--- src/hdl/spfe_pkg.sv ---
package spfe_pkg;

	// Register indexes on the configuration port
	localparam logic [1:0] REG_SAMPLE_FORMAT = 2'd0;
	localparam logic [1:0] REG_CHANNEL_COUNT = 2'd1;
	localparam logic [1:0] REG_GAIN          = 2'd2;

	// Sample format codes
	localparam logic [2:0] FMT_U8  = 3'd0;
	localparam logic [2:0] FMT_S16 = 3'd1;
	localparam logic [2:0] FMT_S24 = 3'd2;
	localparam logic [2:0] FMT_S32 = 3'd3;
	localparam logic [2:0] FMT_F32 = 3'd4;
	localparam logic [2:0] FMT_F64 = 3'd5;

	// Reset values
	localparam logic [2:0]  RST_SAMPLE_FORMAT = FMT_S16;
	localparam logic [3:0]  RST_CHANNEL_COUNT = 4'd2;
	localparam logic [23:0] RST_GAIN          = 24'd65536;

	// Integer full-scale factors (2^(n-1) - 1)
	localparam logic [31:0] K_U8  = 32'd127;
	localparam logic [31:0] K_S16 = 32'd32767;
	localparam logic [31:0] K_S24 = 32'd8388607;
	localparam logic [31:0] K_S32 = 32'd2147483647;

	// Word limit per frame
	localparam int WORD_LIMIT = 8;

	typedef struct packed {
		logic signed [35:0] left_sample;
		logic signed [35:0] right_sample;
		logic               end_of_buffer;
	} frame_t;

	typedef struct packed {
		logic [63:0] sample_word;
		logic [3:0]  byte_count;
		logic [2:0]  channel_index;
		logic        last_of_frame;
		logic        end_of_buffer_out;
	} result_t;

	typedef struct packed {
		logic [2:0]  sample_format;
		logic [3:0]  channel_count;
		logic [23:0] gain_q8_16;
	} cfg_t;

	// One channel word on its way into the encoder
	typedef struct packed {
		logic               valid;
		logic signed [61:0] x;
		logic [2:0]         ch;
		logic               last;
		logic               eob;
	} chan_item_t;

	// Position of the leading one of a 49-bit magnitude (0 for zero)
	function automatic logic [5:0] top_bit(input logic [48:0] m);
		logic [5:0] p;
		p = 6'd0;
		for (int i = 1; i < 49; i++) begin
			if (m[i]) begin
				p = 6'(i);
			end
		end
		return p;
	endfunction

endpackage

--- src/hdl/spfe_gain.sv ---
module spfe_gain (
	input  logic                clk,
	input  logic                arst_n,
	input  logic                start,
	input  spfe_pkg::frame_t    frame,
	input  logic [23:0]         gain_q8_16,
	input  logic                take,
	output logic                busy,
	output logic                valid,
	output logic signed [60:0]  pl,
	output logic signed [60:0]  pr,
	output logic                eob
);

	logic               v_s1, v_s2;
	logic [41:0]        ll_s1, rl_s1;
	logic signed [42:0] lh_s1, rh_s1;
	logic               eob_s1;
	logic signed [60:0] pl_s2, pr_s2;
	logic               eob_s2;
	logic               adv1, adv2;
	logic signed [24:0] g;
	logic signed [17:0] lh_in, rh_in;

	assign g     = $signed({1'b0, gain_q8_16});
	assign lh_in = frame.left_sample[35:18];
	assign rh_in = frame.right_sample[35:18];

	// Pipeline advance: a stage moves when the next one can take it
	assign adv2 = !v_s2 || take;
	assign adv1 = !v_s1 || adv2;
	assign busy = !adv1;

	// Valid bits
	always_ff @(posedge clk or negedge arst_n) begin
		if (!arst_n) begin
			v_s1 <= 1'b0;
			v_s2 <= 1'b0;
		end else begin
			if (adv1) begin
				v_s1 <= start;
			end
			if (adv2) begin
				v_s2 <= v_s1;
			end
		end
	end

	// Stage 1: split partial products of sample times gain
	always_ff @(posedge clk) begin
		if (adv1 && start) begin
			ll_s1  <= 42'(frame.left_sample[17:0] * gain_q8_16);
			rl_s1  <= 42'(frame.right_sample[17:0] * gain_q8_16);
			lh_s1  <= 43'(lh_in * g);
			rh_s1  <= 43'(rh_in * g);
			eob_s1 <= frame.end_of_buffer;
		end
	end

	// Stage 2: combine partial products
	always_ff @(posedge clk) begin
		if (adv2 && v_s1) begin
			pl_s2  <= $signed({lh_s1, 18'd0}) + $signed({19'd0, ll_s1});
			pr_s2  <= $signed({rh_s1, 18'd0}) + $signed({19'd0, rl_s1});
			eob_s2 <= eob_s1;
		end
	end

	assign valid = v_s2;
	assign pl    = pl_s2;
	assign pr    = pr_s2;
	assign eob   = eob_s2;

endmodule

--- config.mk ---
export PLATFORM = sky130hd
export DESIGN_NAME = spfe_gain
export DESIGN_NICKNAME = d
export VERILOG_FILES = /design/src/hdl/spfe_pkg.sv /design/src/hdl/spfe_gain.sv
export SDC_FILE = /design/constraint.sdc
export NUM_CORES = 2
export LEC_CHECK = 0
export BUFFER_PORTS_ARGS = -buffer_cell sky130_fd_sc_hd__buf_4
export CORE_MARGIN = 3
export CORE_UTILIZATION = 34
export CTS_CLUSTER_SIZE = 25
export DETAILED_ROUTE_END_ITERATION = 10
export SYNTH_ARGS = -nofsm -noshare
export SYNTH_HDL_FRONTEND = slang
export SYNTH_SLANG_ARGS = --single-unit
--- constraint.sdc ---
create_clock -name clk -period 7.24 [get_ports clk]
set_clock_uncertainty 0.15 [all_clocks]
set_input_delay 0.362 -clock clk [delete_from_list [all_inputs] [get_ports clk]]
set_output_delay 0.362 -clock clk [all_outputs]
set_load 0.005 [all_outputs]
==> results.yml <==
run_status:
  status: "completed"
cells_and_area:
  drive_gt1_share_pct: 7.19
  regArea_mm2: 0.00888
  nNetsFinal: 9569
  multi_input_area_mm2: 0.0511
  area_growth_pct: 10.6
  final_area_mm2: 0.0753
  nFillCells: 19900
timing:
  tightest_slew_ns: 0.842
  hold_viol: 0
  layout_setup_ws_ns: 0.527
  period_needed_ns: 6.71
  max_slew_margin_pct: 43.9
  drv_slew: 0
  fin_crit_sh_pct: 92.7
  rsz0062_at_grt: "false"
  setup_violations: 0
  fmax_mhz: 149
clock_tree:
  cts_buffer_depth: 3
  clk-insertion-delay-late_ns: 0.64
  clock-sinks: 296
  cts-root-buf: "clkbuf_16"
  htree_num_levels: 2
  path_clk_slew_ns: 0.06
  cts_buffers: 42
  tritoncts: "yes"
place:
  dp_slack_ns: -0.0324
  io_buffers: 225
  dpl.hpwl_um: 152000
  dpl_cell_area_mm2: 0.0737
  gp_congestion: 0.902
worst_setup_path:
  path_max_fanout: 23
  crit_arrival_ns: 6.97
  cp.required_ns: 7.50
  cp-end-kind: "register"
  worst-setup-path-type: "input pin to register"
  cp-start-kind: "input pin"
job:
  max_cap_violations: 0
floorplanning:
  num_rows: 163
  die_h_um: 454
  io_pins: 226
  start_util_pct: 34.4
  die_w_um: 454
  die_area_mm2: 0.206
  coreArea_mm2: 0.198
drt:
  drt-initial-drc-count: 2988
  wl_per_cell_um: 18.3
  vias: 49100
  drtPass1Iterations: 5
  route.detailed.drc: 0
  wl_um: 187000
  vias_per_cell: 4.81
  ant_nets: 0
synthesis:
  synthDistinctLibCells: 73
  synthArstFlopShare_pct: 0.676
  yosys_warnings: 0
  ys_seq_area_share_pct: 13.0
  synth-seq-cells: 296
  netlist_area_mm2: 0.0681
  ys.flop_type: "edfxtp_1"
  syn_area_per_cell_um2: 9.25
  synthCells: 7363
  synth.net_count: 9444
  synth_edf_count: 294
global_route:
  grt_max_degree: 106
  grt.overflow.total: 0
  grt_pass1_vias: 53700
  grt_first_pass_wirelength_um: 301000
  antenna_found_initial: 28
  grt.total_usage_pct: 18.7
min_path:
  min_path_type: "input pin to register"
worst max-delay path: stages:
cell      delay, ns
buf_4          0.31
buf_4          0.26
and2_1         0.18
fa_1           0.42
inv_1          0.08
fa_1           0.43
fa_1           0.52
inv_1          0.05
fa_1           0.49
fa_1           0.50
inv_1          0.05
fa_1           0.54
inv_1          0.06
ha_1           0.35
nand3_1        0.10
or3_1          0.39
a211o_1        0.34
a31oi_1        0.26
o21ai_1        0.15
a21oi_1        0.18
buf_4          0.16
o211ai_1       0.19
and3_1         0.22
a311oi_1       0.34
repair_timing:
| action | in CTS | in global routing |
|---|---|---|
| endpoints found under the setup margin | 0 | 0 |
| gates resized for setup | 0 | 0 |
| hold buffers | 6 | 0 |
| hold endpoints to repair | 5 | 0 |
| setup buffers | 0 | 0 |
metrics by stage:
step | util [%] | std cells | TNS (ns) | hold WS, ns
floorplan | - | 7363 | 0 | -0.0836
global placement | 37.2 | 10100 | -0.175 | -0.00538
detailed placement | 37.2 | 10100 | -0.0711 | -0.00248
CTS | 38.0 | 10200 | 0 | 0.0754
global route | 38.0 | 10200 | 0 | 0.127
finish | 38.0 | 10200 | 0 | 0.143
worst paths after layout:
path                                from   endpoint  slack (ns)  depth (start not counted)
min in group asynchronous         arst_n       v_s1        0.44                          3
min reg2reg                    rl_s1[13]     pr[13]        0.27                          0
max reg2reg                     lh_s1[0]     pl[60]        2.97                         13
min                             frame[1]   rl_s1[0]        0.14                          2
max in group asynchronous         arst_n      valid        6.38                          3
max                        gain_q8_16[8]  ll_s1[35]        0.53                         24
cell usage in the layout (no fill, tap or decap), types with 20 or more instances in the layout:
cell type     n
nand3_1      51
clkbuf_16    43
xnor2_1     142
o21bai_1     26
nor3_1       26
o21ai_0      78
nand2_1    1117
diode_2      26
xor2_1       75
o21ai_1      21
edfxtp_1    294
nor2_1      143
nand4_1      39
a21o_1      125
inv_1      1783
nand2b_1     43
a21oi_1     166
ha_1        570
and2_1      660
o21a_1       20
buf_12       21
fa_1       1410
buf_4       429
cells by family after synthesis:
| family | Yosys count | share of synthesized area (%) |
|---|---|---|
| AO/OA/AOI/OAI | 551 | 5.22 |
| XOR/XNOR | 217 | 2.79 |
| adder cells (fa/ha/maj) | 1980 | 51.9 |
| buffers and inverters | 2158 | 11.9 |
| flip-flops | 296 | 13.0 |
| AND/OR/NAND/NOR | 2161 | 15.1 |
registers in the layout, indices dropped and copies added (netlist names), 42 cells and up:
name,flops
rh_s1,43
ll_s1,42
pr,61
rl_s1,42
pl,61
lh_s1,43
layer usage:
layer	vias to the layer above	track usage, %	share of wire (%)
li1	22200	-	-
met1	25400	24.2	42
met2	1235	32.2	49
met3	254	2.60	5.2
met4	2	6.06	3.3
met5	-	0	0.0038
final cells by class:
type	instances	area share, %
inverter	1783	8.89
sequential	296	11.8
clock inverter	32	0.583
multi-input combinational	4909	67.9
tap	2640	4.39
antenna	26	0.0864
timing repair buffer	456	4.91
clock buffer	46	1.44
cell usage after synthesis, types with 4 or more instances:
cell | count | area (um2)
o31ai_1 | 9 | 67.6
o311ai_1 | 4 | 35.0
and4_1 | 5 | 43.8
o21ai_1 | 21 | 105
ha_1 | 570 | 7130
nand2_1 | 1117 | 4190
a211oi_1 | 16 | 120
edfxtp_1 | 294 | 8830
clkbuf_1 | 372 | 1400
and2_1 | 662 | 4140
a221oi_1 | 5 | 43.8
or3_1 | 9 | 56.3
or2_2 | 4 | 25.0
fa_1 | 1410 | 28200
o21bai_1 | 26 | 195
a21o_1 | 125 | 938
a31oi_1 | 19 | 119
xor2_1 | 75 | 657
o21ai_0 | 78 | 390
inv_1 | 1783 | 6690
a21oi_1 | 166 | 831
nor2_1 | 143 | 537
o31a_1 | 4 | 35.0
nor3_1 | 26 | 130
o211ai_1 | 8 | 60.1
a311oi_1 | 4 | 35.0
nand3_1 | 51 | 255
xnor2_1 | 142 | 1240
nor4_1 | 6 | 37.5
o21a_1 | 20 | 150
a41oi_1 | 4 | 35.0
a21boi_1 | 4 | 30.0
and3_1 | 19 | 119
nand4_1 | 39 | 244
nand2b_1 | 43 | 269
nor2b_1 | 19 | 119
Power is left out: the tool's default activity adds up to more than one toggle a clock period on the data nets, which glitch-free logic cannot reach.
