### config.mk
export PLATFORM = sky130hd
export DESIGN_NAME = spfe_encode
export DESIGN_NICKNAME = d
export VERILOG_FILES = /design/src/hdl/spfe_pkg.sv /design/src/hdl/spfe_encode.sv
export SDC_FILE = /design/constraint.sdc
export NUM_CORES = 2
export LEC_CHECK = 0
export BUFFER_PORTS_ARGS = -buffer_cell sky130_fd_sc_hd__buf_2
export CAP_MARGIN = 20
export CORE_ASPECT_RATIO = 1.4
export CORE_MARGIN = 5
export CORE_UTILIZATION = 36
export DETAILED_ROUTE_END_ITERATION = 7
export GPL_TIMING_DRIVEN = 0
export PLACE_DENSITY_LB_ADDON = 0.3
export SYNTH_ARGS = -nofsm -noshare
export SYNTH_HDL_FRONTEND = slang
export SYNTH_SLANG_ARGS = --single-unit
### constraint.sdc
create_clock -name clk -period 12.25 [get_ports clk]
set_input_delay 2.45 -clock clk [delete_from_list [all_inputs] [get_ports clk]]
set_output_delay 2.45 -clock clk [all_outputs]
set_load 0.01 [all_outputs]
### src/hdl/spfe_pkg.sv
package spfe_pkg;

	// Register indexes on the configuration port
	localparam logic [1:0] REG_SAMPLE_FORMAT = 2'd0;
	localparam logic [1:0] REG_CHANNEL_COUNT = 2'd1;
	localparam logic [1:0] REG_GAIN          = 2'd2;

	// Sample format codes
	localparam logic [2:0] FMT_U8  = 3'd0;
	localparam logic [2:0] FMT_S16 = 3'd1;
	localparam logic [2:0] FMT_S24 = 3'd2;
	localparam logic [2:0] FMT_S32 = 3'd3;
	localparam logic [2:0] FMT_F32 = 3'd4;
	localparam logic [2:0] FMT_F64 = 3'd5;

	// Reset values
	localparam logic [2:0]  RST_SAMPLE_FORMAT = FMT_S16;
	localparam logic [3:0]  RST_CHANNEL_COUNT = 4'd2;
	localparam logic [23:0] RST_GAIN          = 24'd65536;

	// Integer full-scale factors (2^(n-1) - 1)
	localparam logic [31:0] K_U8  = 32'd127;
	localparam logic [31:0] K_S16 = 32'd32767;
	localparam logic [31:0] K_S24 = 32'd8388607;
	localparam logic [31:0] K_S32 = 32'd2147483647;

	// Word limit per frame
	localparam int WORD_LIMIT = 8;

	typedef struct packed {
		logic signed [35:0] left_sample;
		logic signed [35:0] right_sample;
		logic               end_of_buffer;
	} frame_t;

	typedef struct packed {
		logic [63:0] sample_word;
		logic [3:0]  byte_count;
		logic [2:0]  channel_index;
		logic        last_of_frame;
		logic        end_of_buffer_out;
	} result_t;

	typedef struct packed {
		logic [2:0]  sample_format;
		logic [3:0]  channel_count;
		logic [23:0] gain_q8_16;
	} cfg_t;

	// One channel word on its way into the encoder
	typedef struct packed {
		logic               valid;
		logic signed [61:0] x;
		logic [2:0]         ch;
		logic               last;
		logic               eob;
	} chan_item_t;

	// Position of the leading one of a 49-bit magnitude (0 for zero)
	function automatic logic [5:0] top_bit(input logic [48:0] m);
		logic [5:0] p;
		p = 6'd0;
		for (int i = 1; i < 49; i++) begin
			if (m[i]) begin
				p = 6'(i);
			end
		end
		return p;
	endfunction

endpackage

### src/hdl/spfe_encode.sv
module spfe_encode (
	input  logic                  clk,
	input  logic                  arst_n,
	input  spfe_pkg::chan_item_t  item,
	input  logic [2:0]            sample_format,
	output logic                  result_valid,
	output spfe_pkg::result_t     result
);

	localparam logic signed [61:0] ONE  = 62'sd1 <<< 48;
	localparam logic signed [61:0] MONE = -(62'sd1 <<< 48);

	// Stage 3 registers: clamp and magnitude
	logic        v_s3, neg_s3, last_s3, eob_s3;
	logic [2:0]  ch_s3;
	logic [48:0] m_s3;
	// Stage 4: products and leading-one position
	logic        v_s4, neg_s4, last_s4, eob_s4;
	logic [2:0]  ch_s4;
	logic [48:0] m_s4;
	logic [55:0] plo_s4;
	logic [56:0] phi_s4;
	logic [5:0]  p_s4;
	// Stage 5: rounded integer and normalized magnitude
	logic        v_s5, neg_s5, last_s5, eob_s5, zero_s5;
	logic [2:0]  ch_s5;
	logic [31:0] r_s5;
	logic [48:0] norm_s5;
	logic [5:0]  p_s5;
	// Stage 6: output register
	logic                v_s6;
	spfe_pkg::result_t   res_s6;

	logic [48:0] m_c;
	logic        neg_c;
	logic [31:0] k_c;
	logic [56:0] a_c, t_c;
	logic [23:0] mant_c;
	logic [24:0] rem_c, ms_c;
	logic        up_c;
	logic [7:0]  exs_c;
	logic [22:0] fr_c;
	logic [31:0] rs_c;
	logic [63:0] word_c;
	logic [3:0]  bytes_c;

	// Clamp to plus or minus one
	always_comb begin
		if (item.x > ONE) begin
			neg_c = 1'b0;
			m_c   = 49'h1_0000_0000_0000;
		end else if (item.x < MONE) begin
			neg_c = 1'b1;
			m_c   = 49'h1_0000_0000_0000;
		end else begin
			neg_c = item.x < 0;
			m_c   = neg_c ? 49'(-item.x) : 49'(item.x);
		end
	end

	// Scale factor by format
	always_comb begin
		case (sample_format)
			spfe_pkg::FMT_U8:  k_c = spfe_pkg::K_U8;
			spfe_pkg::FMT_S24: k_c = spfe_pkg::K_S24;
			spfe_pkg::FMT_S32: k_c = spfe_pkg::K_S32;
			default:           k_c = spfe_pkg::K_S16;
		endcase
	end

	assign a_c = 57'(plo_s4) + (57'd1 << 47);
	assign t_c = (a_c >> 24) + phi_s4;

	always_ff @(posedge clk or negedge arst_n) begin
		if (!arst_n) begin
			v_s3 <= 1'b0;
			v_s4 <= 1'b0;
			v_s5 <= 1'b0;
			v_s6 <= 1'b0;
		end else begin
			v_s3 <= item.valid;
			v_s4 <= v_s3;
			v_s5 <= v_s4;
			v_s6 <= v_s5;
		end
	end

	always_ff @(posedge clk) begin
		neg_s3  <= neg_c;
		m_s3    <= m_c;
		ch_s3   <= item.ch;
		last_s3 <= item.last;
		eob_s3  <= item.eob;

		plo_s4  <= 56'(m_s3[23:0] * k_c);
		phi_s4  <= 57'(m_s3[48:24] * k_c);
		p_s4    <= spfe_pkg::top_bit(m_s3);
		m_s4    <= m_s3;
		neg_s4  <= neg_s3;
		ch_s4   <= ch_s3;
		last_s4 <= last_s3;
		eob_s4  <= eob_s3;

		r_s5    <= t_c[55:24];
		norm_s5 <= m_s4 << (6'd48 - p_s4);
		p_s5    <= p_s4;
		zero_s5 <= m_s4 == '0;
		neg_s5  <= neg_s4;
		ch_s5   <= ch_s4;
		last_s5 <= last_s4;
		eob_s5  <= eob_s4;

		res_s6.sample_word       <= word_c;
		res_s6.byte_count        <= bytes_c;
		res_s6.channel_index     <= ch_s5;
		res_s6.last_of_frame     <= last_s5;
		res_s6.end_of_buffer_out <= eob_s5;
	end

	// Single precision rounding, nearest even
	always_comb begin
		mant_c = norm_s5[48:25];
		rem_c  = norm_s5[24:0];
		up_c   = (rem_c > 25'h100_0000) || ((rem_c == 25'h100_0000) && mant_c[0]);
		ms_c   = {1'b0, mant_c} + 25'(up_c);
		if (ms_c[24]) begin
			exs_c = 8'(p_s5) + 8'd80;
			fr_c  = ms_c[23:1];
		end else begin
			exs_c = 8'(p_s5) + 8'd79;
			fr_c  = ms_c[22:0];
		end
	end

	// Final word assembly
	always_comb begin
		rs_c = neg_s5 ? (32'd0 - r_s5) : r_s5;
		case (sample_format)
			spfe_pkg::FMT_U8: begin
				bytes_c = 4'd1;
				word_c  = {56'd0, neg_s5 ? (8'd128 - r_s5[7:0]) : (8'd128 + r_s5[7:0])};
			end
			spfe_pkg::FMT_S24: begin
				bytes_c = 4'd3;
				word_c  = {40'd0, rs_c[23:0]};
			end
			spfe_pkg::FMT_S32: begin
				bytes_c = 4'd4;
				word_c  = {32'd0, rs_c};
			end
			spfe_pkg::FMT_F32: begin
				bytes_c = 4'd4;
				word_c  = zero_s5 ? 64'd0 : {32'd0, neg_s5, exs_c, fr_c};
			end
			spfe_pkg::FMT_F64: begin
				bytes_c = 4'd8;
				word_c  = zero_s5 ? 64'd0 :
					{neg_s5, 11'(p_s5) + 11'd975, norm_s5[47:0], 4'd0};
			end
			default: begin
				bytes_c = 4'd2;
				word_c  = {48'd0, rs_c[15:0]};
			end
		endcase
	end

	assign result_valid = v_s6;
	assign result       = res_s6;

endmodule

==> reports/results.tsv <==
metric	value	unit
placed inst area	50600	um^2
I/O Buffers	145	
Yosys top cell area share	40.7	%
Synth Instances	4734	
number of global-route vias before repair	37300	
Post-CTS Setup Repair Bufs	0	
Root Buffer	clkbuf_16	
cell leakage power	25.2	nW
critical path class	in -> reg	
top cells by count, synth	inv_1, fa_1, ha_1	
H-Tree Depth	2	
CP arrival	12.30	ns
largest net degree at the start of global routing	17	
worst hold-check path type	reg -> reg	
Pwr Total	11.5	mW
RSZ-0062 raised after global routing	false	
Clock Sink Count	374	
uppermost layer routed	met5	
worst path required time	12.74	ns
fin nets	6389	
Initial DRT Pass Iterations	5	
Crit. End Element	flip-flop	
Worst Tran Pin Value	1.18	ns
Max Cap Viol	0	
register bit total from synthesis	374	
Synth cell types	70	
post-synth top area cell	fa_1	
Core ar.	132000	um^2
routed len/inst	21.0	um
most common cell in the netlist	inv_1	
routed vias/inst	4.96	
clk_skew	0.0212	ns
fillcell total	13200	
Starting Density	36.1	%
Synthesized Nets	6196	
Max Root-Sink Buffers	3	
io pins	147	
first-pass GRT wire length	219000	um
dpl hpwl	124000	um
Finished Cell Area	52100	um^2
period utilization	96.4	%
Num CTS Buffers	42	
ys flop type	dfxtp_1	
CP max-delay cell	clkbuf_1	
maximum clock rate	84.7	MHz
nature of the critical path startpoint	input port	
clock-pin transition on the worst setup and hold timing paths	0.07	ns
metal2 WL	73500	um
Slew headroom	21.2	%
Die Ht	441	um
maximum vdd ir drop	0.272	mV
# rows	158	
Seq/Total Area, Yosys	15.8	%
gp weighted congestion	0.981	
worst-path maximum fanout	10	
Final setup viols	0	
hold violation count in the final report	0	
mapped cell area	47700	um^2
met3 WL post-DR	6550	um
initial antenna violation count	17	
async set-reset flop share out of synthesis	1.07	%
Yosys warning count	0	
Worst path max stage delay	0.80	ns
pwr dens	221	nW/um^2
Routed WL	141000	um
GRT Resource Usage Total	20.4	%
Post-Synthesis Mean Instance Area	10.1	um^2
min cycle time layout	11.81	ns
Synth area leaders	fa_1, dfxtp_1, ha_1	
Slew Viols, Final	0	
DRT antenna net count	0	
Starting DRT DRC Count	1949	
Die Area	140000	um^2
TritonCTS clock tree	built	
Via Count	33400	
Post-synth EDFFs	0	
layout cell share with drive strength beyond 1	5.38	%
Die X	318	um
Worst-Skew Late Latency	0.61	ns
global route total overflow	0	
met1 WL	52800	um
outcome	completed	
drt drc	0	
Area Growth Syn to Fin	9.38	%
==> area by class of cell <==
| class | count | area [um^2] | area share (%) |
|---|---|---|---|
| multi-input cells | 3159 | 35600 | 68.3 |
| flip-flops and latches | 374 | 7510 | 14.4 |
| inverters | 1101 | 4130 | 7.93 |
| well taps | 1760 | 2200 | 4.22 |
| clock buffers | 47 | 1100 | 2.11 |
| repair buffers | 149 | 756 | 1.45 |
| plain buffers | 100 | 398 | 0.763 |
| clock inverters | 31 | 382 | 0.732 |
| diodes | 10 | 25.0 | 0.0480 |
==> layout by cell type (no fill, tap or decap), drive strengths merged, types with 24 or more instances in the layout <==
cell / instances
xor2: 111
o21ai: 114
a211oi: 35
fa: 968
and2: 59
dfxtp: 370
nor2: 290
inv: 1112
xnor2: 120
nand3: 58
and3: 64
mux2i: 43
nand4: 30
or3: 28
o31ai: 28
nor2b: 32
nand2: 226
ha: 421
clkbuf: 137
a21oi: 163
nand2b: 24
a21o: 51
nor3: 35
buf: 159
nor4: 31
==> through the flow <==
stage	utilization (%)	std cells	hold slack [ns]	worst slack, ns	setup TNS (ns)
global placement	38.3	6639	0.314	-2.00	-38.21
detailed placement	38.3	6643	0.314	-0.569	-3.69
floorplan	-	4734	0.310	2.36	0
finish	39.5	6731	0.327	0.439	0
global route	39.5	6725	0.335	0.0871	0
CTS	39.5	6721	0.329	0.0303	0
==> per-layer routing <==
| layer | vias up | GRT usage (%) |
|---|---|---|
| met3 | 323 | 2.64 |
| li1 | 15200 | - |
| met4 | 6 | 9.60 |
| met1 | 17000 | 23.3 |
| met5 | - | 0 |
| met2 | 879 | 38.0 |
==> worst paths after layout <==
path,endpoint,startpoint,slack (ns),depth (start not counted)
max,plo_s4[55]$_DFF_P_,sample_format[0],0.44,32
min,ch_s5[2]$_DFF_P_,ch_s4[2]$_DFF_P_,0.33,0
max reg2reg,plo_s4[55]$_DFF_P_,m_s3[4]$_SDFF_PP0_,3.54,25
min reg2reg,ch_s5[2]$_DFF_P_,ch_s4[2]$_DFF_P_,0.33,0
max in group asynchronous,v_s3$_DFF_PN0_,arst_n,10.50,1
min in group asynchronous,result_valid$_DFF_PN0_,arst_n,1.64,1
==> kinds of logic (layout without fill, tap and decap cells) <==
family | after synthesis | after routing | share of synthesized area (%)
AND/OR/NAND/NOR | 917 | 917 | 9.28
other | 0 | 10 | 0
XOR/XNOR | 231 | 231 | 4.24
buffers and inverters | 1201 | 1428 | 9.51
adder cells (fa/ha/maj) | 1389 | 1389 | 51.7
flip-flops | 374 | 374 | 15.8
AO/OA/AOI/OAI | 549 | 549 | 7.38
multiplexers | 73 | 73 | 2.13
==> report_power, final <==
part / total [mW] / internal [mW] / switching, mW / leakage, nW
combinational: 8.34 / 3.22 / 5.12 / 21.4
clock: 1.36 / 0.775 / 0.586 / 0.714
sequential: 1.83 / 1.57 / 0.258 / 3.11
total: 11.5 / 5.57 / 5.96 / 25.2
==> worst max-delay path, delay by kind of cell <==
kind | cells | cell delay, ns
AND/OR/NAND/NOR | 3 | 0.53
buffers and inverters | 12 | 2.83
AO/OA/AOI/OAI | 8 | 2.63
adder cells (fa/ha/maj) | 8 | 3.67
XOR/XNOR | 1 | 0.15
==> flip-flops by register name (all words and copies together), names as in the netlist, 3 cells and up <==
signal	cells
ch_s3	3
ch_s4	3
ch_s5	3
m_s3	49
m_s4	47
norm_s5	49
p_s4	6
p_s5	6
phi_s4	56
plo_s4	33
r_s5	32
result	73
==> repair_timing <==
item / in CTS / in global routing
hold buffers: 0 / 0
resized for setup: 0 / 1
setup endpoints to repair: 0 / 5
Power figures use the tool's default switching activity.
