## src/hdl/spfe_pkg.sv

```systemverilog
package spfe_pkg;

	// Register indexes on the configuration port
	localparam logic [1:0] REG_SAMPLE_FORMAT = 2'd0;
	localparam logic [1:0] REG_CHANNEL_COUNT = 2'd1;
	localparam logic [1:0] REG_GAIN          = 2'd2;

	// Sample format codes
	localparam logic [2:0] FMT_U8  = 3'd0;
	localparam logic [2:0] FMT_S16 = 3'd1;
	localparam logic [2:0] FMT_S24 = 3'd2;
	localparam logic [2:0] FMT_S32 = 3'd3;
	localparam logic [2:0] FMT_F32 = 3'd4;
	localparam logic [2:0] FMT_F64 = 3'd5;

	// Reset values
	localparam logic [2:0]  RST_SAMPLE_FORMAT = FMT_S16;
	localparam logic [3:0]  RST_CHANNEL_COUNT = 4'd2;
	localparam logic [23:0] RST_GAIN          = 24'd65536;

	// Integer full-scale factors (2^(n-1) - 1)
	localparam logic [31:0] K_U8  = 32'd127;
	localparam logic [31:0] K_S16 = 32'd32767;
	localparam logic [31:0] K_S24 = 32'd8388607;
	localparam logic [31:0] K_S32 = 32'd2147483647;

	// Word limit per frame
	localparam int WORD_LIMIT = 8;

	typedef struct packed {
		logic signed [35:0] left_sample;
		logic signed [35:0] right_sample;
		logic               end_of_buffer;
	} frame_t;

	typedef struct packed {
		logic [63:0] sample_word;
		logic [3:0]  byte_count;
		logic [2:0]  channel_index;
		logic        last_of_frame;
		logic        end_of_buffer_out;
	} result_t;

	typedef struct packed {
		logic [2:0]  sample_format;
		logic [3:0]  channel_count;
		logic [23:0] gain_q8_16;
	} cfg_t;

	// One channel word on its way into the encoder
	typedef struct packed {
		logic               valid;
		logic signed [61:0] x;
		logic [2:0]         ch;
		logic               last;
		logic               eob;
	} chan_item_t;

	// Position of the leading one of a 49-bit magnitude (0 for zero)
	function automatic logic [5:0] top_bit(input logic [48:0] m);
		logic [5:0] p;
		p = 6'd0;
		for (int i = 1; i < 49; i++) begin
			if (m[i]) begin
				p = 6'(i);
			end
		end
		return p;
	endfunction

endpackage

```

## src/hdl/spfe_expand.sv

```systemverilog
module spfe_expand #(
	parameter int MAX_CHANNELS = 8
) (
	input  logic                   clk,
	input  logic                   arst_n,
	input  logic                   valid,
	input  logic signed [60:0]     pl,
	input  logic signed [60:0]     pr,
	input  logic                   eob,
	input  logic [3:0]             channel_count,
	output logic                   take,
	output spfe_pkg::chan_item_t   item
);

	localparam int LIM = (MAX_CHANNELS < spfe_pkg::WORD_LIMIT) ?
		MAX_CHANNELS : spfe_pkg::WORD_LIMIT;

	logic               v_q;
	logic signed [61:0] xl_q, xr_q;
	logic               eob_q;
	logic [2:0]         ch_q, lastch_q;
	logic               last_now;
	logic               mono;
	logic [2:0]         lastch_new;

	assign mono = channel_count <= 4'd1;

	// Index of the final word for the current channel count
	always_comb begin
		if (mono) begin
			lastch_new = 3'd0;
		end else if (int'(channel_count) > LIM) begin
			lastch_new = 3'(LIM - 1);
		end else begin
			lastch_new = 3'(channel_count - 4'd1);
		end
	end

	assign last_now = v_q && (ch_q == lastch_q);
	assign take     = !v_q || last_now;

	always_ff @(posedge clk or negedge arst_n) begin
		if (!arst_n) begin
			v_q  <= 1'b0;
			ch_q <= 3'd0;
		end else if (take) begin
			v_q  <= valid;
			ch_q <= 3'd0;
		end else begin
			ch_q <= ch_q + 3'd1;
		end
	end

	// Frame hold: stereo doubles each side, mono sums both
	always_ff @(posedge clk) begin
		if (take && valid) begin
			xl_q     <= mono ? (62'(pl) + 62'(pr)) : (62'(pl) <<< 1);
			xr_q     <= 62'(pr) <<< 1;
			eob_q    <= eob;
			lastch_q <= lastch_new;
		end
	end

	// Channel word: extra channels carry zero
	always_comb begin
		item.valid = v_q;
		item.ch    = ch_q;
		item.last  = last_now;
		item.eob   = last_now && eob_q;
		case (ch_q)
			3'd0:    item.x = xl_q;
			3'd1:    item.x = xr_q;
			default: item.x = '0;
		endcase
	end

endmodule

```

## config.mk

```make
export PLATFORM = sky130hd
export DESIGN_NAME = spfe_expand
export DESIGN_NICKNAME = d
export VERILOG_FILES = /design/src/hdl/spfe_pkg.sv /design/src/hdl/spfe_expand.sv
export SDC_FILE = /design/constraint.sdc
export NUM_CORES = 1
export LEC_CHECK = 0
export BUFFER_PORTS_ARGS = -buffer_cell sky130_fd_sc_hd__buf_2
export CORE_MARGIN = 2
export CORE_UTILIZATION = 56
export CTS_CLUSTER_DIAMETER = 80
export DETAILED_ROUTE_END_ITERATION = 7
export HOLD_SLACK_MARGIN = 0.06
export PLACE_DENSITY = 0.83
export SYNTH_ARGS = -nofsm -noshare
export SYNTH_HDL_FRONTEND = slang
export SYNTH_SLANG_ARGS = --single-unit
```

## constraint.sdc

```tcl
create_clock -name clk -period 6.35 [get_ports clk]
set_clock_uncertainty 0.1 [all_clocks]
set_input_delay 0.635 -clock clk [delete_from_list [all_inputs] [get_ports clk]]
set_output_delay 0.635 -clock clk [all_outputs]
set_load 0.1 [all_outputs]
```

==> impl_metrics.tcl, run 1 <==
set metrics [dict create \
    status "complete, no violations" \
    drt_iter0_markers 676 \
    die-area_mm2 0.0174 \
    avgRoutedWirePerCell_um 18.3 \
    drc 0 \
    layout_setup_ws_ps 2670 \
    chipWidth_um 132 \
    track_usage_pct 27.7 \
    coreArea_mm2 0.0159 \
    start_util_pct 57.4 \
    grt_max_degree 88 \
    top_layer "met4" \
    cap_violations 0 \
    antenna_left 0 \
    route.vias.total 8111 \
    grt_pass1_wl_um 38600 \
    grt_pass1_vias 7748 \
    wl_met2_um 11600 \
    r2r-end "xl_q[26]" \
    max_freq_ghz 0.272 \
    ir_drop_uv 454 \
    holdPathEnd "xr_q[28]" \
    num_rows 46 \
    hp-class "input port to flip-flop" \
    setup_viol 0 \
    synth_edf_count 127 \
    ys_warn_count 0 \
    path_class "flip-flop to output pin" \
    synth_ff_type "edfxtp_1" \
    start_kind "flip-flop" \
    synth_top_area_share_pct 41.7 \
    numCtsBuffers 17 \
    place_ws_ps 2610 \
    synth_common_cells "edfxtp_1 (127), nand2_1 (119), a21oi_1 (70)" \
    routabilityCongestion 0.966 \
    reg2reg_from "ch_q[2]" \
    worstHoldStart "pr[27]" \
    ys_seq_area_share_pct 42.8 \
    drive_above_1_share_pct 23.4 \
    cts_setup_buffers 0 \
    hold_viol_final 0 \
    period_needed_ps 3680 \
    fin_cells 1336 \
    overflow 0 \
    cts_root_buffer "clkbuf_16" \
    ys_types 69 \
    cts.sink_count 131 \
    multi_input_area_mm2 0.00490 \
    power_density_mw_per_mm2 501 \
    yosysMostFrequentCell "edfxtp_1" \
    clockBufferDepth 2 \
    arrival_ps 2940 \
    ys_async_sr_fraction_pct 3.05 \
    syn_nets 1141 \
    r2r.worst_path.cells 5 \
    reg2reg_slack_ps 3080 \
    finalMaxSlewViolations 0 \
    place_area_mm2 0.0102 \
    drt-total-wl_um 24400 \
    seqCellArea_mm2 0.00391 \
    dr.pass1.iters 6 \
    via_per_inst 6.07 \
    placedCellCount 1303 \
    die_y_um 132 \
    drt-met1-wl_um 10400 \
    diodes 0 \
    antenna_found_initial 0 \
    final_area_mm2 0.0108 \
    required_ps 5610 \
    numPortBuffers 198 \
    power_leakage_nw 4.70 \
    io_pins 199 \
    cts_htree_levels 4 \
    netlist_area_mm2 0.00915 \
    fillers 1258 \
    avgSynthCellArea_um2 9.69 \
    finalCritPeriodShare_pct 57.9 \
    synth_area_leaders "edfxtp_1 (42%), ha_1 (9.0%), a22o_1 (5.8%)" \
    nets 1304 \
    synthCells 944 \
    tns_ps 0 \
    areaGrowthSynthToFinish_pct 18.3 \
    path_clk_slew_ps 60 \
    synth.largest_area_cell "edfxtp_1" \
    cts_tree "done" \
    clk_latency_ps 420 \
    cp-end-kind "output pin" \
    worst_slew_pin_slew_ps 1150 \
    hold_depth 1 \
    rsz0062_at_grt "no" \
    dpl.hpwl_um 17900 \
    dr_wl_met3_um 1860 \
    ys_seq_elements 131 \
    finish.utilization_pct 67.9 \
    cp_max_fo 34 \
    slew_headroom_pct 23.5 \
]
state kept, by name (all words and copies together) (netlist names):
signal / count
ch_q: 3
xr_q: 61
v_q: 1
xl_q: 62
lastch_q: 3
eob_q: 1
routing by layer:
layer | track usage, % | vias up
li1 | - | 3898
met1 | 36.4 | 3812
met2 | 46.5 | 354
met3 | 5.38 | 47
met4 | 8.57 | 0
met5 | 0 | -
how the worst max path moves through the flow:
stage | start | cells after the start | endpoint
2_1_floorplan | ch_q[0] | 4 | eob_q
3_3_place_gp | pl[0] | 12 | xl_q[58]
3_5_place_dp | pl[0] | 12 | xl_q[58]
4_1_cts | ch_q[0] | 6 | item[40]
5_1_grt | ch_q[0] | 6 | item[38]
6_report | ch_q[1] | 6 | item[49]
power breakdown:
group          internal, mW  leakage (nW)  switching [mW]
Clock                 0.612         0.283           0.375
Combinational         0.572          3.21            2.56
Sequential             1.23          1.21          0.0707
Total                  2.41          4.70            3.01
cell type report:
| cell class | instances | share of cell area [%] |
|---|---|---|
| clock buffers | 17 | 3.93 |
| inverters | 30 | 1.04 |
| repair buffers | 204 | 9.59 |
| clock inverters | 15 | 1.54 |
| well taps | 216 | 2.50 |
| multi-input cells | 723 | 45.3 |
| flip-flops and latches | 131 | 36.1 |
logic make-up (layout without fill, tap and decap cells):
| family | Yosys count | in the layout | share of synthesized area, % |
|---|---|---|---|
| mux | 3 | 3 | 0.342 |
| compound gates | 331 | 331 | 25.1 |
| flops | 131 | 131 | 42.8 |
| fa+ha+maj | 67 | 67 | 9.24 |
| simple gates | 266 | 266 | 13.2 |
| buf+inv | 90 | 266 | 3.99 |
| xor+xnor | 56 | 56 | 5.36 |
worst max-delay path: stages (launching register included):
cell and delay (ps):
dfrtp_1 420, inv_1 100, ha_1 160, nor2b_4 610, buf_4 510, a22o_1 260, buf_2 440
cells in the final DEF, fill, tap and decap left out, types with 3 or more instances in the layout:
cell type     n
a21o_1       29
a21oi_1      70
a21oi_2       7
a221oi_1      4
a22o_1       61
a31oi_1       7
a41oi_1       3
and2_1        5
and3_1        7
buf_2       198
buf_4         5
bufinv_16     3
clkbuf_16    17
clkinv_2      4
clkinv_4      3
clkinvlp_4    3
dfrtp_1       4
edfxtp_1    127
ha_1         66
inv_1        30
nand2_1     119
nand2b_1      5
nand3_1      32
nand4_1      22
nor2_1       46
nor3_1       15
o211ai_1      6
o21a_1        6
o21ai_0      60
o21ai_1      21
o21bai_1     15
o31ai_1       3
or3_1         3
xnor2_1      32
xor2_1       24
repair_timing:
action / CTS / global route
gates resized for setup: 0 / 0
hold endpoints to repair: 4 / 0
hold buffers: 1 / 0
per-stage QoR:
step	power [mW]	hold slack [ps]
floorplan	3.94	239
global placement	4.42	347
detailed placement	4.44	346
CTS	5.43	295
global route	5.61	298
finish	5.42	304
Note: power is estimated with default switching activity, not from simulation.
==> inputs of run 2 (changes only) <==
--- a/config.mk
+++ b/config.mk
@@ -7,11 +7,11 @@
 export LEC_CHECK = 0
 export BUFFER_PORTS_ARGS = -buffer_cell sky130_fd_sc_hd__buf_2
 export CORE_MARGIN = 2
-export CORE_UTILIZATION = 56
+export CORE_UTILIZATION = 50
 export CTS_CLUSTER_DIAMETER = 80
 export DETAILED_ROUTE_END_ITERATION = 7
 export HOLD_SLACK_MARGIN = 0.06
-export PLACE_DENSITY = 0.83
+export PLACE_DENSITY = 0.78
 export SYNTH_ARGS = -nofsm -noshare
 export SYNTH_HDL_FRONTEND = slang
 export SYNTH_SLANG_ARGS = --single-unit
==> constraint.sdc (replaced) <==
create_clock -name clk -period 3.3 [get_ports clk]
set_clock_uncertainty 0.1 [all_clocks]
set_input_delay 0.33 -clock clk [delete_from_list [all_inputs] [get_ports clk]]
set_output_delay 0.33 -clock clk [all_outputs]
set_load 0.1 [all_outputs]
==> impl_metrics.tcl, run 2 (synthesis results as in run 1) <==
set metrics [dict create \
    max_stage_delay_ps 550 \
    setup_viol 0 \
    layout_common_cells "buf_2 (198), edfxtp_1 (127), nand2_1 (118), a21oi_1 (66), ha_1 (65)" \
    cp_max_fo 8 \
    antenna_found_initial 0 \
    drc 0 \
    nets 1394 \
    chipWidth_um 139 \
    die-area_mm2 0.0194 \
    via_per_inst 5.85 \
    slew_headroom_pct 47.5 \
    cts_tree "done" \
    num_rows 49 \
    track_usage_pct 26.4 \
    overflow 0 \
    largest-register "xl_q" \
    grt_pass1_wl_um 40900 \
    drt-total-wl_um 25900 \
    period_needed_ps 3270 \
    finalCritPeriodShare_pct 99.1 \
    clockBufferDepth 2 \
    hp-class "input port to flip-flop" \
    worst_slew_pin_slew_ps 788 \
    start_util_pct 50.9 \
    clk_latency_ps 430 \
    hold_viol_final 0 \
    drt_iter0_markers 618 \
    path_clk_slew_ps 60 \
    dr.pass1.iters 5 \
    cp-end-kind "flip-flop" \
    coreArea_mm2 0.0180 \
    diodes 0 \
    reg2reg_slack_ps 910 \
    drive_above_1_share_pct 25.5 \
    die_y_um 139 \
    cp.buffers_inverters 2 \
    power_density_mw_per_mm2 899 \
    cpMostUsedCell "o21ai_1" \
    power_leakage_nw 5.09 \
    antenna_left 0 \
    status "complete, no violations" \
    cts.sink_count 131 \
    required_ps 3380 \
    finish.utilization_pct 65.7 \
    layout.cells.most_common "buf_2" \
    cts_root_buffer "clkbuf_16" \
    numPortBuffers 198 \
    dpl.hpwl_um 18700 \
    worstPathCellList "dlygate4sd3_1 -> buf_2 -> ha_1 -> a21oi_2 -> o21ai_1 -> a221oi_1 -> o21ai_1 -> a211o_2 -> a21bo_4 -> a21oi_2 -> xor2_1 -> o21ai_1" \
    cap_violations 0 \
    grt_max_degree 48 \
    critPathTopFamily "compound AO/OA/AOI/OAI gates" \
    io_pins 199 \
    critPathSlowestCell "dlygate4sd3_1" \
    cts_htree_levels 4 \
    path_class "input port to flip-flop" \
    routabilityCongestion 0.953 \
    fillers 1402 \
    rsz0062_at_grt "yes" \
    arrival_ps 3350 \
    ir_drop_uv 1130 \
    finalMaxSlewViolations 0 \
    top_regs "xl_q (62), xr_q (61)" \
    tns_ps 0 \
    numCtsBuffers 17 \
    areaGrowthSynthToFinish_pct 29.0 \
    route.vias.total 8415 \
    max_freq_ghz 0.306 \
    avgRoutedWirePerCell_um 18.0 \
    start_kind "input port" \
    largest_register_ffs 62 \
    grt_pass1_vias 8139 \
]
## run 2: changes by cell type in the layout (fill, tap and decap cells not counted), sizes merged
cell         delta
dlygate4sd3    +63
buf            +27
clkinv          -5
clkinvlp        +4
bufinv          -1
clkbuf          +1
## run 2: final timing paths
kind / depth (start not counted) / startpoint / end
min in group asynchronous: 2 / arst_n / ch_q[1]
hold reg to reg: 1 / ch_q[0] / ch_q[0]
setup reg to reg: 5 / ch_q[2] / xl_q[28]
max in group asynchronous: 2 / arst_n / ch_q[2]
setup / recovery: 12 / pr[20] / xl_q[53]
hold / removal: 2 / channel_count[3] / lastch_q[2]
## run 2: final cells by class
class / instances / area (um^2) / share of cell area (%)
Multi-Input combinational cell: 723 / 4980 / 42.2
Sequential cell: 131 / 3920 / 33.2
Timing Repair Buffer: 294 / 1930 / 16.4
Clock buffer: 18 / 429 / 3.64
Tap cell: 229 / 287 / 2.43
Clock inverter: 13 / 139 / 1.18
Inverter: 30 / 113 / 0.954
## run 2: timing repair
item | in CTS | in global routing
hold buffers | 64 | 0
resized for setup | 0 | 19
setup endpoints to repair | 0 | 13
endpoints found under the hold margin | 67 | 0
setup buffers | 0 | 1
## run 2: stage by stage
stage / cells / worst slack (ps) / hold WS, ps / power [mW] / cell area, um^2
3_5_place_dp: 1342 / -103 / 47.1 / 8.69 / 10500
6_report: 1438 / 30.6 / 83.4 / 10.6 / 11800
2_1_floorplan: 944 / 85.5 / -65.6 / 7.55 / 9160
4_1_cts: 1437 / 47.0 / 73.0 / 10.6 / 11700
3_3_place_gp: 1342 / -27.1 / 45.3 / 8.64 / 10500
5_1_grt: 1438 / -25.8 / 76.3 / 11.0 / 11800
## run 2: report_power, final
group	internal [mW]	leakage [nW]	total [mW]	switching [mW]
clock	1.10	0.254	1.83	0.730
combinational	1.27	3.63	6.28	5.01
sequential	2.36	1.21	2.50	0.139
## run 2: layer usage
metal | global-route usage, % | wire, um | vias up
met4 | 9.25 | 623 | 0
met2 | 43.1 | 12400 | 339
met3 | 5.26 | 1560 | 42
met5 | 0 | 0 | -
met1 | 35.2 | 11300 | 3953
li1 | - | - | 4081
## run 2: worst register-to-register path: stages (launching register included)
cell	delay, ps
dfrtp_2	480
xor2_1	170
nor3_1	320
nand2b_2	270
and2_4	340
buf_4	370
